[config.mk]
export PLATFORM = sky130hd
export DESIGN_NAME = pnm_header_parser_unit
export DESIGN_NICKNAME = d
export VERILOG_FILES = /design/src/hw/rtl/pnm_hdr_pkg.sv /design/src/hw/rtl/pnm_hdr_step.sv /design/src/hw/rtl/pnm_header_parser_unit.sv
export SDC_FILE = /design/constraint.sdc
export NUM_CORES = 1
export LEC_CHECK = 0
export BUFFER_PORTS_ARGS = -buffer_cell sky130_fd_sc_hd__buf_4
export CORE_ASPECT_RATIO = 0.9
export CORE_MARGIN = 2
export CORE_UTILIZATION = 56
export DETAILED_ROUTE_END_ITERATION = 7
export PLACE_DENSITY = 0.78
export SYNTH_ARGS = -nofsm -noshare
export SYNTH_HDL_FRONTEND = slang
export SYNTH_SLANG_ARGS = --single-unit
[constraint.sdc]
create_clock -name clk -period 4.85 [get_ports clk]
set_input_delay 0.97 -clock clk [delete_from_list [all_inputs] [get_ports clk]]
set_output_delay 0.97 -clock clk [all_outputs]
set_load 0.01 [all_outputs]
[src/hw/rtl/pnm_hdr_pkg.sv]
// Shared types and constants for the PNM header parser.
`default_nettype none

package pnm_hdr_pkg;

  // Width of the dimension fields on the result channel.
  localparam int OUT_DIM_BITS = 16;

  // Decimal radix used when accumulating width and height digits.
  localparam int DEC_RADIX = 10;

  typedef enum logic [3:0] {
    PH_MAGIC_P = 4'd0,
    PH_MAGIC_D = 4'd1,
    PH_WS_W    = 4'd2,
    PH_WIDTH   = 4'd3,
    PH_WS_H    = 4'd4,
    PH_HEIGHT  = 4'd5,
    PH_WS_M    = 4'd6,
    PH_MAXV    = 4'd7,
    PH_TERM    = 4'd8,
    PH_PAYLOAD = 4'd9,
    PH_ERROR   = 4'd10
  } phase_t;

  localparam logic [1:0] ST_OK      = 2'd0;
  localparam logic [1:0] ST_MAGIC   = 2'd1;
  localparam logic [1:0] ST_COMMENT = 2'd2;
  localparam logic [1:0] ST_TERM    = 2'd3;

  localparam logic CMD_DATA  = 1'b0;
  localparam logic CMD_BEGIN = 1'b1;

  localparam logic [7:0] CH_P     = 8'h50;
  localparam logic [7:0] CH_4     = 8'h34;
  localparam logic [7:0] CH_5     = 8'h35;
  localparam logic [7:0] CH_6     = 8'h36;
  localparam logic [7:0] CH_HASH  = 8'h23;
  localparam logic [7:0] CH_SPACE = 8'h20;
  localparam logic [7:0] CH_TAB   = 8'h09;
  localparam logic [7:0] CH_CR    = 8'h0D;
  localparam logic [7:0] CH_LF    = 8'h0A;
  localparam logic [7:0] CH_0     = 8'h30;
  localparam logic [7:0] CH_9     = 8'h39;

  typedef struct packed {
    logic       cmd;
    logic [7:0] data_byte;
  } item_t;

  typedef struct packed {
    logic [7:0]              out_byte;
    logic                    byte_valid;
    logic                    is_payload;
    logic                    header_done;
    logic [OUT_DIM_BITS-1:0] image_width;
    logic [OUT_DIM_BITS-1:0] image_height;
    logic [1:0]              status;
  } result_t;

  // Parser control state carried between the state registers and the step logic.
  typedef struct packed {
    phase_t     phase;
    logic       has_max_field;
    logic [1:0] error_code;
  } ctl_t;

endpackage

`default_nettype wire

[src/hw/rtl/pnm_hdr_step.sv]
// Combinational parse step: next parser state and result for one byte.
`default_nettype none

module pnm_hdr_step #(
  parameter int DIM_BITS = 16
) (
  input  pnm_hdr_pkg::item_t   item,
  input  pnm_hdr_pkg::ctl_t    ctl,
  input  logic [DIM_BITS-1:0]  width_accum,
  input  logic [DIM_BITS-1:0]  height_accum,
  output pnm_hdr_pkg::ctl_t    ctl_next,
  output logic [DIM_BITS-1:0]  width_accum_next,
  output logic [DIM_BITS-1:0]  height_accum_next,
  output pnm_hdr_pkg::result_t res
);

  localparam int ACC_BITS = DIM_BITS + 4;
  localparam int EXT_BITS =
    (DIM_BITS > pnm_hdr_pkg::OUT_DIM_BITS) ? DIM_BITS : pnm_hdr_pkg::OUT_DIM_BITS;

  logic       is_ws;
  logic       is_digit;
  logic       is_hash;
  logic       payload;
  logic       done;
  logic       fail;
  logic [1:0] fail_code;
  logic [EXT_BITS-1:0] width_ext;
  logic [EXT_BITS-1:0] height_ext;

  // acc * 10 + digit, saturating at the all-ones dimension value.
  function automatic logic [DIM_BITS-1:0] accum(input logic [DIM_BITS-1:0] acc,
                                                input logic [7:0] b);
    logic [ACC_BITS-1:0] v;
    v = ACC_BITS'(acc) * ACC_BITS'(pnm_hdr_pkg::DEC_RADIX) +
        ACC_BITS'(b - pnm_hdr_pkg::CH_0);
    if (v[ACC_BITS-1:DIM_BITS] != 4'd0) begin
      return {DIM_BITS{1'b1}};
    end
    return v[DIM_BITS-1:0];
  endfunction

  assign is_ws = (item.data_byte == pnm_hdr_pkg::CH_SPACE) ||
                 (item.data_byte == pnm_hdr_pkg::CH_TAB) ||
                 (item.data_byte == pnm_hdr_pkg::CH_CR) ||
                 (item.data_byte == pnm_hdr_pkg::CH_LF);
  assign is_digit = (item.data_byte >= pnm_hdr_pkg::CH_0) &&
                    (item.data_byte <= pnm_hdr_pkg::CH_9);
  assign is_hash = (item.data_byte == pnm_hdr_pkg::CH_HASH);

  // A byte that does not fit the current field falls through the following
  // phases within the same cycle; each arm below is that chain worked out by
  // byte class. Any other byte in a whitespace or field phase runs through
  // to the terminator check and fails there.
  always_comb begin
    ctl_next          = ctl;
    width_accum_next  = width_accum;
    height_accum_next = height_accum;
    payload           = 1'b0;
    done              = 1'b0;
    fail              = 1'b0;
    fail_code         = pnm_hdr_pkg::ST_OK;
    if (item.cmd == pnm_hdr_pkg::CMD_BEGIN) begin
      ctl_next.phase         = pnm_hdr_pkg::PH_MAGIC_P;
      ctl_next.has_max_field = 1'b0;
      ctl_next.error_code    = pnm_hdr_pkg::ST_OK;
      width_accum_next       = '0;
      height_accum_next      = '0;
    end else begin
      unique case (ctl.phase) inside
        pnm_hdr_pkg::PH_MAGIC_P: begin
          if (item.data_byte == pnm_hdr_pkg::CH_P) begin
            ctl_next.phase = pnm_hdr_pkg::PH_MAGIC_D;
          end else begin
            fail      = 1'b1;
            fail_code = pnm_hdr_pkg::ST_MAGIC;
          end
        end
        pnm_hdr_pkg::PH_MAGIC_D: begin
          if (item.data_byte == pnm_hdr_pkg::CH_4) begin
            ctl_next.has_max_field = 1'b0;
            ctl_next.phase         = pnm_hdr_pkg::PH_WS_W;
          end else if (item.data_byte == pnm_hdr_pkg::CH_5 ||
                       item.data_byte == pnm_hdr_pkg::CH_6) begin
            ctl_next.has_max_field = 1'b1;
            ctl_next.phase         = pnm_hdr_pkg::PH_WS_W;
          end else begin
            fail      = 1'b1;
            fail_code = pnm_hdr_pkg::ST_MAGIC;
          end
        end
        pnm_hdr_pkg::PH_WS_W: begin
          if (is_hash) begin
            fail      = 1'b1;
            fail_code = pnm_hdr_pkg::ST_COMMENT;
          end else if (is_digit) begin
            ctl_next.phase   = pnm_hdr_pkg::PH_WIDTH;
            width_accum_next = accum(width_accum, item.data_byte);
          end else if (!is_ws) begin
            fail      = 1'b1;
            fail_code = pnm_hdr_pkg::ST_TERM;
          end
        end
        pnm_hdr_pkg::PH_WIDTH: begin
          if (is_digit) begin
            width_accum_next = accum(width_accum, item.data_byte);
          end else if (is_ws) begin
            ctl_next.phase = pnm_hdr_pkg::PH_WS_H;
          end else if (is_hash) begin
            fail      = 1'b1;
            fail_code = pnm_hdr_pkg::ST_COMMENT;
          end else begin
            fail      = 1'b1;
            fail_code = pnm_hdr_pkg::ST_TERM;
          end
        end
        pnm_hdr_pkg::PH_WS_H: begin
          if (is_hash) begin
            fail      = 1'b1;
            fail_code = pnm_hdr_pkg::ST_COMMENT;
          end else if (is_digit) begin
            ctl_next.phase    = pnm_hdr_pkg::PH_HEIGHT;
            height_accum_next = accum(height_accum, item.data_byte);
          end else if (!is_ws) begin
            fail      = 1'b1;
            fail_code = pnm_hdr_pkg::ST_TERM;
          end
        end
        pnm_hdr_pkg::PH_HEIGHT: begin
          if (is_digit) begin
            height_accum_next = accum(height_accum, item.data_byte);
          end else if (is_ws) begin
            if (ctl.has_max_field) begin
              ctl_next.phase = pnm_hdr_pkg::PH_WS_M;
            end else begin
              ctl_next.phase = pnm_hdr_pkg::PH_PAYLOAD;
              done           = 1'b1;
            end
          end else if (is_hash && ctl.has_max_field) begin
            fail      = 1'b1;
            fail_code = pnm_hdr_pkg::ST_COMMENT;
          end else begin
            fail      = 1'b1;
            fail_code = pnm_hdr_pkg::ST_TERM;
          end
        end
        pnm_hdr_pkg::PH_WS_M: begin
          if (is_hash) begin
            fail      = 1'b1;
            fail_code = pnm_hdr_pkg::ST_COMMENT;
          end else if (is_digit) begin
            ctl_next.phase = pnm_hdr_pkg::PH_MAXV;
          end else if (!is_ws) begin
            fail      = 1'b1;
            fail_code = pnm_hdr_pkg::ST_TERM;
          end
        end
        pnm_hdr_pkg::PH_MAXV, pnm_hdr_pkg::PH_TERM: begin
          if (is_ws) begin
            ctl_next.phase = pnm_hdr_pkg::PH_PAYLOAD;
            done           = 1'b1;
          end else if (!(is_digit && ctl.phase == pnm_hdr_pkg::PH_MAXV)) begin
            fail      = 1'b1;
            fail_code = pnm_hdr_pkg::ST_TERM;
          end
        end
        pnm_hdr_pkg::PH_PAYLOAD: begin
          payload = 1'b1;
        end
        default: begin
          // Error phase and unused codes: the parser holds still.
        end
      endcase
    end
    if (fail) begin
      ctl_next.phase = pnm_hdr_pkg::PH_ERROR;
      if (ctl.error_code == pnm_hdr_pkg::ST_OK) begin
        ctl_next.error_code = fail_code;
      end
    end
  end

  assign width_ext  = EXT_BITS'(width_accum_next);
  assign height_ext = EXT_BITS'(height_accum_next);

  always_comb begin
    res.out_byte     = (item.cmd == pnm_hdr_pkg::CMD_BEGIN) ? 8'd0 : item.data_byte;
    res.byte_valid   = (item.cmd == pnm_hdr_pkg::CMD_DATA);
    res.is_payload   = payload;
    res.header_done  = done;
    res.image_width  = width_ext[pnm_hdr_pkg::OUT_DIM_BITS-1:0];
    res.image_height = height_ext[pnm_hdr_pkg::OUT_DIM_BITS-1:0];
    res.status       = ctl_next.error_code;
  end

endmodule

`default_nettype wire

[src/hw/rtl/pnm_header_parser_unit.sv]
// Binary PNM header parser with byte pass-through.
//
// Items arrive on the item channel (item_valid/item_ready) as a command bit
// and a byte. A begin-of-image command resets the parser and yields a result
// with byte_valid low; a data byte is forwarded on the result channel
// (result_valid/result_ready) tagged as header or payload, together with the
// width and height parsed so far and a sticky status code.
// An accepted item lands in an input register; when the result register is
// free or being taken, one short combinational parse step updates the parser
// state and loads the result register, raising result_valid. The block takes
// one item per cycle as long as results are taken.
// When the receiver stalls, the result register holds and the input register
// absorbs one more item; item_ready drops only when both are full.
// Synchronous reset empties both registers and returns the parser to the
// start of a header with zero dimensions and status ok.
`default_nettype none

module pnm_header_parser_unit #(
  parameter int DIM_BITS = 16
) (
  input  logic                 clk,
  input  logic                 rst,
  input  logic                 item_valid,
  output logic                 item_ready,
  input  pnm_hdr_pkg::item_t   item,
  output logic                 result_valid,
  input  logic                 result_ready,
  output pnm_hdr_pkg::result_t result
);

  logic                 s0_valid;
  pnm_hdr_pkg::item_t   s0_item;
  pnm_hdr_pkg::ctl_t    ctl;
  pnm_hdr_pkg::ctl_t    ctl_next;
  logic [DIM_BITS-1:0]  width_accum;
  logic [DIM_BITS-1:0]  width_accum_next;
  logic [DIM_BITS-1:0]  height_accum;
  logic [DIM_BITS-1:0]  height_accum_next;
  pnm_hdr_pkg::result_t step_res;
  logic                 advance;

  assign advance    = s0_valid && (!result_valid || result_ready);
  assign item_ready = !s0_valid || advance;

  pnm_hdr_step #(
    .DIM_BITS (DIM_BITS)
  ) u_step (
    .item              (s0_item),
    .ctl               (ctl),
    .width_accum       (width_accum),
    .height_accum      (height_accum),
    .ctl_next          (ctl_next),
    .width_accum_next  (width_accum_next),
    .height_accum_next (height_accum_next),
    .res               (step_res)
  );

  always_ff @(posedge clk) begin
    if (rst) begin
      s0_valid <= 1'b0;
    end else if (item_valid && item_ready) begin
      s0_valid <= 1'b1;
    end else if (advance) begin
      s0_valid <= 1'b0;
    end
  end

  always_ff @(posedge clk) begin
    if (item_valid && item_ready) begin
      s0_item <= item;
    end
  end

  // Parser state moves only when the held transaction is committed to the
  // result register, so results leave in the order items were taken.
  always_ff @(posedge clk) begin
    if (rst) begin
      ctl.phase         <= pnm_hdr_pkg::PH_MAGIC_P;
      ctl.has_max_field <= 1'b0;
      ctl.error_code    <= pnm_hdr_pkg::ST_OK;
      width_accum       <= '0;
      height_accum      <= '0;
    end else if (advance) begin
      ctl          <= ctl_next;
      width_accum  <= width_accum_next;
      height_accum <= height_accum_next;
    end
  end

  always_ff @(posedge clk) begin
    if (rst) begin
      result_valid <= 1'b0;
    end else if (advance) begin
      result_valid <= 1'b1;
    end else if (result_ready) begin
      result_valid <= 1'b0;
    end
  end

  always_ff @(posedge clk) begin
    if (advance) begin
      result <= step_res;
    end
  end

endmodule

`default_nettype wire
==> flow_summary_export.csv, run 1 <==
group,metric,value,unit
setup_path,rrSetupSlack,70,ps
clock_network,cts_tree,"built",
job,cap_violations,0,
placement,dp_hpwl,14.5,mm
final_layout,drive_gt1_share,21.2,%
worst_hold_path,min_to,"width_accum[0]",
clock_network,clk_latency,360,ps
clock_network,cts_sinks,95,
timing,hold_violations,0,
setup_path,worstPathRequired,5100,ps
synth,async_reset_ff_share,0,%
global_route,grt_pass1_wl,31.9,mm
timing,relSlewSlack,32.3,%
setup_path,reg2reg_from,"height_accum[1]",
synth,synth_cell_types,71,
power_and_ir_drop,p_total,1.84,mW
final_layout,seq_area,0.00245,mm^2
floorplan,chipWidth,128,um
synth,synth.cell_area,0.00769,mm^2
synth,synth_edf_count,54,
setup_path,critical_path.max_fanout,4,
timing,hold_slack,497,ps
placement,dp_slack,12.2,ps
final_layout,multi_input_area,0.00522,mm^2
floorplan,rows,40,
synth,yosys.area.top_type,"edfxtp_1",
global_route,grt-ovfl-total,0,
synth,ys.flop_type,"edfxtp_1",
timing,skew,10.1,ps
placement,io_buffer_count,59,
routing,wl_per_cell,18.9,um
timing,worst_pin_slew,1020,ps
synth,yosysWarningCount,0,
synth,ys_seq_elements,95,
placement,gp_congestion,0.920,
floorplan,io_pins,60,
setup_path,startpoint_type,"flop",
setup_path,rr_endpoint,"height_accum[2]",
setup_path,crit_chain,"ha_4, ha_4, inv_1, fa_2, inv_1, a21oi_1, o21bai_1, a21oi_2, o21ai_2, a21oi_2, xnor2_1, ha_1, and4_1, nand2_1, or3_4, a21oi_4, o22a_1, xor2_2, buf_4, nor4_2, a21oi_1, a311o_1",
timing,maxSlewViolCount,0,
synth,ys_seq_area_share,31.7,%
synth,syn_area_per_cell,8.96,um^2
floorplan,die_y,115,um
worst_hold_path,holdCritPathClass,"reg2reg",
global_route,grt_max_degree,54,
timing,fmax,0.209,GHz
global_route,grt_use_total,27.3,%
clock_network,cts_buffers,9,
routing,ant_nets,0,
routing,drt_iter0_markers,722,
clock_network,root_buffer,"clkbuf_16",
worst_hold_path,hold_depth,2,
floorplan,die-area,0.0147,mm^2
setup_path,critPathKind,"reg2reg",
setup_path,critPathSlowestCell,"nor4_2",
power_and_ir_drop,p_leak,4.07,nW
timing,finalSetupTns,0,ps
synth,synth_nets,972,
timing,setup_violations,0,
global_route,antenna_found_initial,0,
final_layout,nNetsFinal,1052,
setup_path,max_stage_delay,460,ps
power_and_ir_drop,powerDensity,201,mW/mm^2
timing,grt_setup_unrepaired,"true",
global_route,grt_pass1_vias,6469,
setup_path,reg2regPathDepth,22,
setup_path,arrival,5030,ps
synth,synth_top_area_share,21.1,%
synth,synth_area_leaders,"edfxtp_1 (21%), ha_1 (16%), dfxtp_1 (11%)",
clock_network,clock_path_buffers,2,
routing,drt_first_pass_iters,7,
routing,wirelength,21.0,mm
floorplan,core,0.0134,mm^2
final_layout,diodes,0,
synth,ys_top_cells_by_count,"nor2_1 (98), ha_1 (96), a21oi_1 (73)",
floorplan,floorplan.initialDensity,57.6,%
clock_network,path_clk_slew,80,ps
timing,layout_min_cycle_time,4780,ps
worst_hold_path,min-delay-start,"width_accum[0]",
outcome,status,"finished clean",
final_layout,fillers,1037,
timing,fin_crit_sh,98.7,%
synth,synth_most_common_cell,"nor2_1",
routing,via_per_inst,6.36,
final_layout,area_growth_syn_to_layout,19.2,%
setup_path,end_kind,"flop",
timing,fin_ws,65.1,ps
routing,vias,7077,
clock_network,cts.htree.levels,3,
power_and_ir_drop,peakVddDrop,0.225,mV
routing,drc,0,
synth,synth_cells,859,
==> per-stage QoR <==
step | area [um^2] | cells | util (%)
floorplan | 7690 | 859 | -
detailed placement | 8440 | 1082 | 63.2
global route | 9170 | 1112 | 68.6
finish | 9170 | 1112 | 68.6
global placement | 8440 | 1082 | 63.2
CTS | 8760 | 1099 | 65.6
==> cells in the final DEF (no fill, tap or decap), drive strengths merged, types with 12 or more instances in the layout <==
master	instances
buf	98
clkbuf	12
inv	46
xnor2	35
nand2b	14
a21oi	74
nor2b	15
dfxtp	41
a21o	34
edfxtp	54
a22oi	12
xor2	20
o21ai	50
ha	96
nand2	44
a211oi	25
nor2	99
nor3	25
==> critical path: cells and delay by family (launching register included) <==
kind	cells	cell delay, ps
fa+ha+maj	4	1040
xor+xnor	2	220
buf+inv	3	250
flops	1	340
simple gates	4	1120
compound gates	9	1710
==> repair_timing <==
item	in CTS	in global routing
endpoints found under the setup margin	2	64
gates resized for setup	3	75
gates cloned	0	2
hold buffers	0	0
pin swaps	2	23
buffers inserted	1	11
endpoints found under the hold margin	0	0
==> report_power, final <==
part / total [mW] / switching (mW) / leakage, nW / internal (mW)
sequential: 0.893 / 0.0210 / 0.868 / 0.872
combinational: 0.233 / 0.146 / 3.07 / 0.0874
clock: 0.715 / 0.345 / 0.135 / 0.370
total: 1.84 / 0.512 / 4.07 / 1.33
==> registers in the layout, summed over array words and instances, names as in the netlist <==
name	flops
width_accum	16
result	45
s0_item	9
ctl	7
s0_valid	1
height_accum	16
result_valid	1
==> logic make-up after synthesis <==
| kind of cell | count (synthesis) | synth area share (%) |
|---|---|---|
| and+or+nand+nor | 246 | 15.3 |
| muxes | 2 | 0.260 |
| buffers and inverters | 76 | 3.95 |
| adders and majority gates | 100 | 16.7 |
| xor gates and xnor gates | 55 | 6.46 |
| DFF | 95 | 31.7 |
| AOI/OAI and AO/OA | 285 | 25.6 |
==> how the worst max path moves through the flow <==
| stage | to | start | depth (start not counted) |
|---|---|---|---|
| 2_1_floorplan | result[26] | width_accum[1] | 24 |
| 3_3_place_gp | height_accum[4] | height_accum[4] | 22 |
| 3_5_place_dp | result[23] | width_accum[3] | 23 |
| 4_1_cts | height_accum[0] | height_accum[3] | 22 |
| 5_1_grt | height_accum[5] | height_accum[1] | 23 |
| 6_report | height_accum[2] | height_accum[1] | 22 |
==> area by class of cell <==
cell class / instances / share of cell area [%]
flip-flops and latches: 95 / 26.8
well taps: 168 / 2.29
multi-input cells: 688 / 56.9
repair buffers: 100 / 8.98
clock buffers: 10 / 2.61
inverters: 45 / 1.84
clock inverters: 6 / 0.587
==> layer usage <==
layer  vias up  GRT usage (%)  wire (um)
met4         0           10.7        512
met3        44           6.00       1500
met5         -              0          0
li1       3379              -          -
met1      3317           36.2       9310
met2       337           43.8       9710
(Power assumes the default switching activity.)
==> run 2, diff against run 1 <==
Settings changed: CORE_UTILIZATION 56 to 57, CTS_BUF_LIST set to sky130_fd_sc_hd__clkbuf_4, PLACE_DENSITY 0.78 to 0.79.
==> run 2 against run 1 <==
Register-to-register slack gained 50 ps. Maximum frequency is 1.2% higher. Highest routed layer unchanged. Core utilization fell by 1.7 points. Clock power is 46% lower.
==> flow_summary_export.csv, run 2 (same netlist as run 1, synthesis figures left out) <==
group,metric,value,unit
outcome,status,"finished clean",
clock_network,cts.htree.levels,3,
timing,fin_ws,120,ps
final_layout,diodes,0,
floorplan,die_y,114,um
setup_path,crit_chain,"ha_1, ha_1, inv_1, fa_1, inv_1, a21oi_1, o21bai_1, a21oi_2, o21ai_2, a21oi_2, xnor2_1, ha_1, and4_1, nand2_1, or3_4, a21o_1, a211oi_2, nor2_1, nor4b_2, and2_0, a211oi_1",
clock_network,clock_path_buffers,2,
power_and_ir_drop,p_leak,3.97,nW
final_layout,nNetsFinal,1045,
timing,fmax,0.211,GHz
floorplan,die-area,0.0144,mm^2
clock_network,cts_tree,"built",
routing,vias,6855,
setup_path,reg2regPathDepth,21,
final_layout,fin_area,0.00887,mm^2
routing,ant_nets,0,
setup_path,startpoint_type,"flop",
timing,setup_violations,0,
floorplan,io_pins,60,
clock_network,clk_latency,470,ps
setup_path,reg2reg_from,"height_accum[3]",
power_and_ir_drop,powerDensity,170,mW/mm^2
final_layout,final_cell_mix,"nor2_1 (97), ha_1 (93), buf_4 (90)",
setup_path,critical_path.max_fanout,6,
timing,worst_pin_slew,869,ps
setup_path,critPathSlowestCell,"or3_4",
setup_path,critPathKind,"reg2reg",
clock_network,hold_buffers,0,
floorplan,floorplan.initialDensity,58.0,%
final_layout,multi_input_area,0.00519,mm^2
placement,io_buffer_count,59,
floorplan,rows,40,
final_layout,drive_gt1_share,20.0,%
clock_network,cts_sinks,95,
power_and_ir_drop,p_switching,0.442,mW
global_route,grt_use_total,26.6,%
setup_path,worstPathRequired,5120,ps
routing,via_per_inst,6.20,
timing,maxSlewViolCount,0,
job,cap_violations,0,
placement,dp_hpwl,14.6,mm
clock_network,root_buffer,"clkbuf_4",
clock_network,cts_buffers,9,
global_route,grt_pass1_wl,31.2,mm
final_layout,seq_area,0.00246,mm^2
setup_path,arrival,5000,ps
clock_network,path_clk_slew,150,ps
floorplan,chipWidth,126,um
final_layout,largest_reg_flops,45,
setup_path,rr_endpoint,"result[17]",
placement,gp_congestion,0.960,
global_route,grt_pass1_vias,6279,
worst_hold_path,holdCritPathClass,"reg2reg",
routing,drt_iter0_markers,625,
routing,wl_per_cell,17.7,um
final_layout,fillers,1069,
power_and_ir_drop,switching_share,29.4,%
setup_path,crit_top_cell,"ha_1",
timing,fin_crit_sh,97.5,%
timing,hold_violations,0,
global_route,grt-ovfl-total,0,
timing,layout_min_cycle_time,4730,ps
setup_path,critPathLaunch,"height_accum[3]",
power_and_ir_drop,p_clk_share,25.7,%
setup_path,rrSetupSlack,120,ps
power_and_ir_drop,peakVddDrop,0.221,mV
worst_hold_path,min-delay-start,"width_accum[3]",
power_and_ir_drop,internal-power,1.06,mW
timing,grt_setup_unrepaired,"true",
floorplan,core,0.0133,mm^2
timing,relSlewSlack,42.1,%
routing,wirelength,19.6,mm
global_route,grt_max_degree,37,
final_layout,largest_register,"result",
power_and_ir_drop,p_total,1.51,mW
placement,place_area,0.00842,mm^2
worst_hold_path,min_to,"width_accum[3]",
final_layout,area_growth_syn_to_layout,15.3,%
setup_path,max_stage_delay,420,ps
placement,dp_slack,-61.3,ps
power_and_ir_drop,combPwrFrac,15.0,%
routing,drc,0,
global_route,antenna_found_initial,0,
final_layout,final_common_cell,"nor2_1",
final_layout,reg.largest.list,"result: 45 flops, height_accum: 16 flops, width_accum: 16 flops",
power_and_ir_drop,pwr-share-seq,59.3,%
routing,drt_first_pass_iters,5,
worst_hold_path,hold_depth,2,
setup_path,end_kind,"flop",
timing,skew,17.0,ps
[run 2: changes by cell type in the layout (fill, tap and decap cells not counted), moves of 3 or more]
cell,before,now
buf_4,95,90
ha_4,5,2
a211oi_1,19,15
clkbuf_16,11,0
ha_1,85,93
a211oi_2,6,10
dfxtp_2,9,6
ha_2,6,1
clkbuf_4,0,9
[run 2: worst max-delay path, delay by kind of cell (launching register included)]
kind | cells | cell delay (ps)
xor+xnor | 1 | 140
simple gates | 6 | 1250
flops | 1 | 390
buf+inv | 2 | 120
fa+ha+maj | 4 | 1110
compound gates | 8 | 1500
[run 2: final cells by class]
| class | instances | area share (%) |
|---|---|---|
| clock buffers | 9 | 0.762 |
| clock inverters | 7 | 0.536 |
| inverters | 45 | 1.90 |
| multi-input cells | 688 | 58.5 |
| flip-flops and latches | 95 | 27.7 |
| well taps | 168 | 2.37 |
| repair buffers | 93 | 8.19 |
[run 2: layer usage]
metal	share of wire, %	GRT usage (%)	vias up
li1	-	-	3362
met1	44	37.4	3202
met2	47	42.6	260
met3	7.1	4.30	31
met4	2.1	7.40	0
met5	0	0	-
[run 2: power by group through the flow]
stage / sequential, mW / combinational (mW) / clock (mW)
floorplan: 0.908 / 0.137 / 0
finish: 0.893 / 0.226 / 0.387
global route: 0.896 / 0.246 / 0.425
CTS: 0.894 / 0.214 / 0.396
global placement: 0.911 / 0.211 / 0
detailed placement: 0.911 / 0.213 / 0
[run 2: how the worst max path moves through the flow]
| stage | endpoint | slack (ps) | cells after the start |
|---|---|---|---|
| 2_1_floorplan | result[26] | 270 | 24 |
| 3_3_place_gp | height_accum[1] | 140 | 21 |
| 3_5_place_dp | height_accum[5] | -60 | 23 |
| 4_1_cts | height_accum[7] | 3 | 23 |
| 5_1_grt | height_accum[5] | -90 | 23 |
| 6_report | result[17] | 120 | 21 |
[run 2: per-stage QoR]
stage / hold WS (ps) / util [%] / TNS (ps) / cells
3_5_place_dp: 500 / 63.5 / -196 / 1080
5_1_grt: 523 / 66.9 / -1340 / 1105
6_report: 500 / 66.9 / 0 / 1105
3_3_place_gp: 493 / 63.5 / 0 / 1080
2_1_floorplan: 470 / - / 0 / 859
4_1_cts: 522 / 64.6 / 0 / 1098
[run 2: repair_timing]
action	in CTS	in global routing
setup buffers	2	7
endpoints found under the setup margin	14	64
gates resized for setup	3	72
pin swaps	2	24
==> run 3, diff against run 2 <==
Settings changed: BUFFER_PORTS_ARGS -buffer_cell sky130_fd_sc_hd__buf_4 to unset, CORE_UTILIZATION 57 to 61, DONT_BUFFER_PORTS set to 1, PLACE_DENSITY 0.79 to 0.8.
==> run 3 against run 2 <==
Power rose by 3.2%. Setup slack got worse by 31 ps. Wire length rose by 10%. Final area fell by 3.6%. Core utilization rose by 3.4 points. Largest cell class unchanged.
==> flow_summary_export.csv, run 3 (same netlist as run 1, synthesis figures left out) <==
group,metric,value,unit
outcome,status,"finished clean",
clock_network,clk_latency,500,ps
global_route,grt-ovfl-total,0,
final_layout,finish.utilization,70.3,%
floorplan,chipWidth,122,um
routing,drt_iter0_markers,741,
setup_path,crit_chain,"ha_4, ha_1, a21o_1, a21o_1, a21oi_1, o21bai_1, o21ai_1, nand2b_1, buf_4, xor2_1, ha_1, buf_4, a21o_1, a21o_1, a21oi_1, o21ai_1, a41o_1, xnor2_2, o2111ai_4, nor2_4, clkbuf_16, a21oi_1",
timing,setup_violations,0,
clock_network,path_clk_slew,160,ps
placement,gp_congestion,1.02,
setup_path,critPathTopFamily,"compound AO/OA/AOI/OAI gates",
final_layout,largest_register,"result",
floorplan,floorplan.initialDensity,63.2,%
clock_network,cts_sinks,95,
final_layout,diodes,0,
timing,hold_slack,510,ps
floorplan,core,0.0122,mm^2
clock_network,root_buffer,"clkbuf_4",
placement,io_buffer_count,0,
global_route,grt_max_degree,55,
timing,fin_crit_sh,98.2,%
placement,dp_hpwl,14.9,mm
routing,wirelength,21.6,mm
routing,wl_per_cell,20.5,um
routing,vias,6996,
setup_path,critPathKind,"reg2reg",
global_route,grt_pass1_wl,33.1,mm
floorplan,rows,38,
setup_path,path_buf_inv,3,
timing,layout_min_cycle_time,4760,ps
setup_path,critical_path.max_fanout,8,
placement,place_area,0.00797,mm^2
timing,finalSetupTns,0,ps
power_and_ir_drop,p_leak,3.77,nW
final_layout,fin_area,0.00855,mm^2
timing,grt_setup_unrepaired,"true",
clock_network,hold_buffers,0,
power_and_ir_drop,powerDensity,182,mW/mm^2
timing,hold_violations,0,
timing,fmax,0.210,GHz
final_layout,fillers,931,
final_layout,nNetsFinal,1001,
clock_network,cts.htree.levels,3,
power_and_ir_drop,p_total,1.55,mW
timing,skew,25.5,ps
final_layout,area_growth_syn_to_layout,11.2,%
final_layout,drive_gt1_share,16.9,%
setup_path,critPathSlowestCell,"dfxtp_1",
floorplan,die_y,111,um
setup_path,max_stage_delay,430,ps
timing,worst_pin_slew,1050,ps
clock_network,cts_tree,"built",
routing,drt_first_pass_iters,5,
global_route,antenna_found_initial,0,
final_layout,largest_reg_flops,45,
floorplan,io_pins,60,
routing,ant_nets,0,
routing,drc,0,
global_route,grt_use_total,30.7,%
clock_network,clock_path_buffers,2,
clock_network,cts_buffers,9,
setup_path,crit_top_cell,"a21o_1",
global_route,grt_pass1_vias,6793,
worst_hold_path,holdCritPathClass,"reg2reg",
routing,via_per_inst,6.64,
timing,maxSlewViolCount,0,
final_layout,final_cell_mix,"nor2_1 (97), ha_1 (91), a21oi_1 (57)",
setup_path,worstPathRequired,5110,ps
power_and_ir_drop,peakVddDrop,0.185,mV
timing,relSlewSlack,29.7,%
setup_path,end_kind,"flop",
final_layout,reg.largest.list,"result: 45 flops, height_accum: 16 flops, width_accum: 16 flops",
setup_path,startpoint_type,"flop",
job,cap_violations,0,
setup_path,arrival,5020,ps
final_layout,final_common_cell,"nor2_1",
floorplan,die-area,0.0135,mm^2
run 3: changes by cell type in the layout (fill, tap and decap cells not counted), sizes merged:
cell | previous run | this run
inv | 46 | 47
clkbuf | 9 | 10
buf | 93 | 48
bufinv | 0 | 1
clkinv | 5 | 4
clkinvlp | 1 | 0
run 3: per-stage QoR:
stage                     std cells  setup WS, ps
after floorplan                 859           270
after global placement         1015          80.1
after detailed placement       1015          -160
after CTS                      1035          1.80
after global routing           1053          -101
final                          1053          89.3
run 3: worst paths after layout:
kind | start | endpoint | slack (ps) | cells past startpoint
worst min-delay path | height_accum[4] | height_accum[4] | 510 | 2
worst max-delay path | width_accum[4] | result[19] | 90 | 22
worst max register to register | width_accum[4] | result[19] | 90 | 22
worst min register to register | height_accum[4] | height_accum[4] | 510 | 2
run 3: tightest hold or removal path, delay by kind of cell (launching register included):
| kind | cells | cell delay (ps) |
|---|---|---|
| AO/OA/AOI/OAI | 2 | 120 |
| flip-flops | 1 | 370 |
run 3: what timing repair did:
| item | CTS | global route |
|---|---|---|
| resized for setup | 10 | 71 |
| pin swaps | 4 | 35 |
| cloned | 0 | 1 |
| setup buffers | 4 | 17 |
| endpoints found under the hold margin | 0 | 0 |
| endpoints found under the setup margin | 50 | 64 |
run 3: per-layer routing:
layer / track usage, % / vias up / part of all wire, %
li1: - / 3265 / -
met1: 39.0 / 3362 / 42
met2: 51.1 / 309 / 49
met3: 6.04 / 60 / 6.7
met4: 11.5 / 0 / 2.8
met5: 0 / - / 0
run 3: layout make-up:
| cell class | instances | area, um^2 | share of cell area, % |
|---|---|---|---|
| Inverter | 45 | 169 | 1.97 |
| Sequential cell | 95 | 2450 | 28.7 |
| Multi-Input combinational cell | 688 | 5190 | 60.7 |
| Timing Repair Buffer | 49 | 402 | 4.70 |
| Clock inverter | 7 | 70.1 | 0.819 |
| Clock buffer | 9 | 67.6 | 0.790 |
| Tap cell | 160 | 200 | 2.34 |
run 3: report_power, final:
group / internal [mW] / total [mW] / switching, mW
Clock: 0.159 / 0.454 / 0.294
Sequential: 0.873 / 0.900 / 0.0267
Combinational: 0.0660 / 0.201 / 0.135
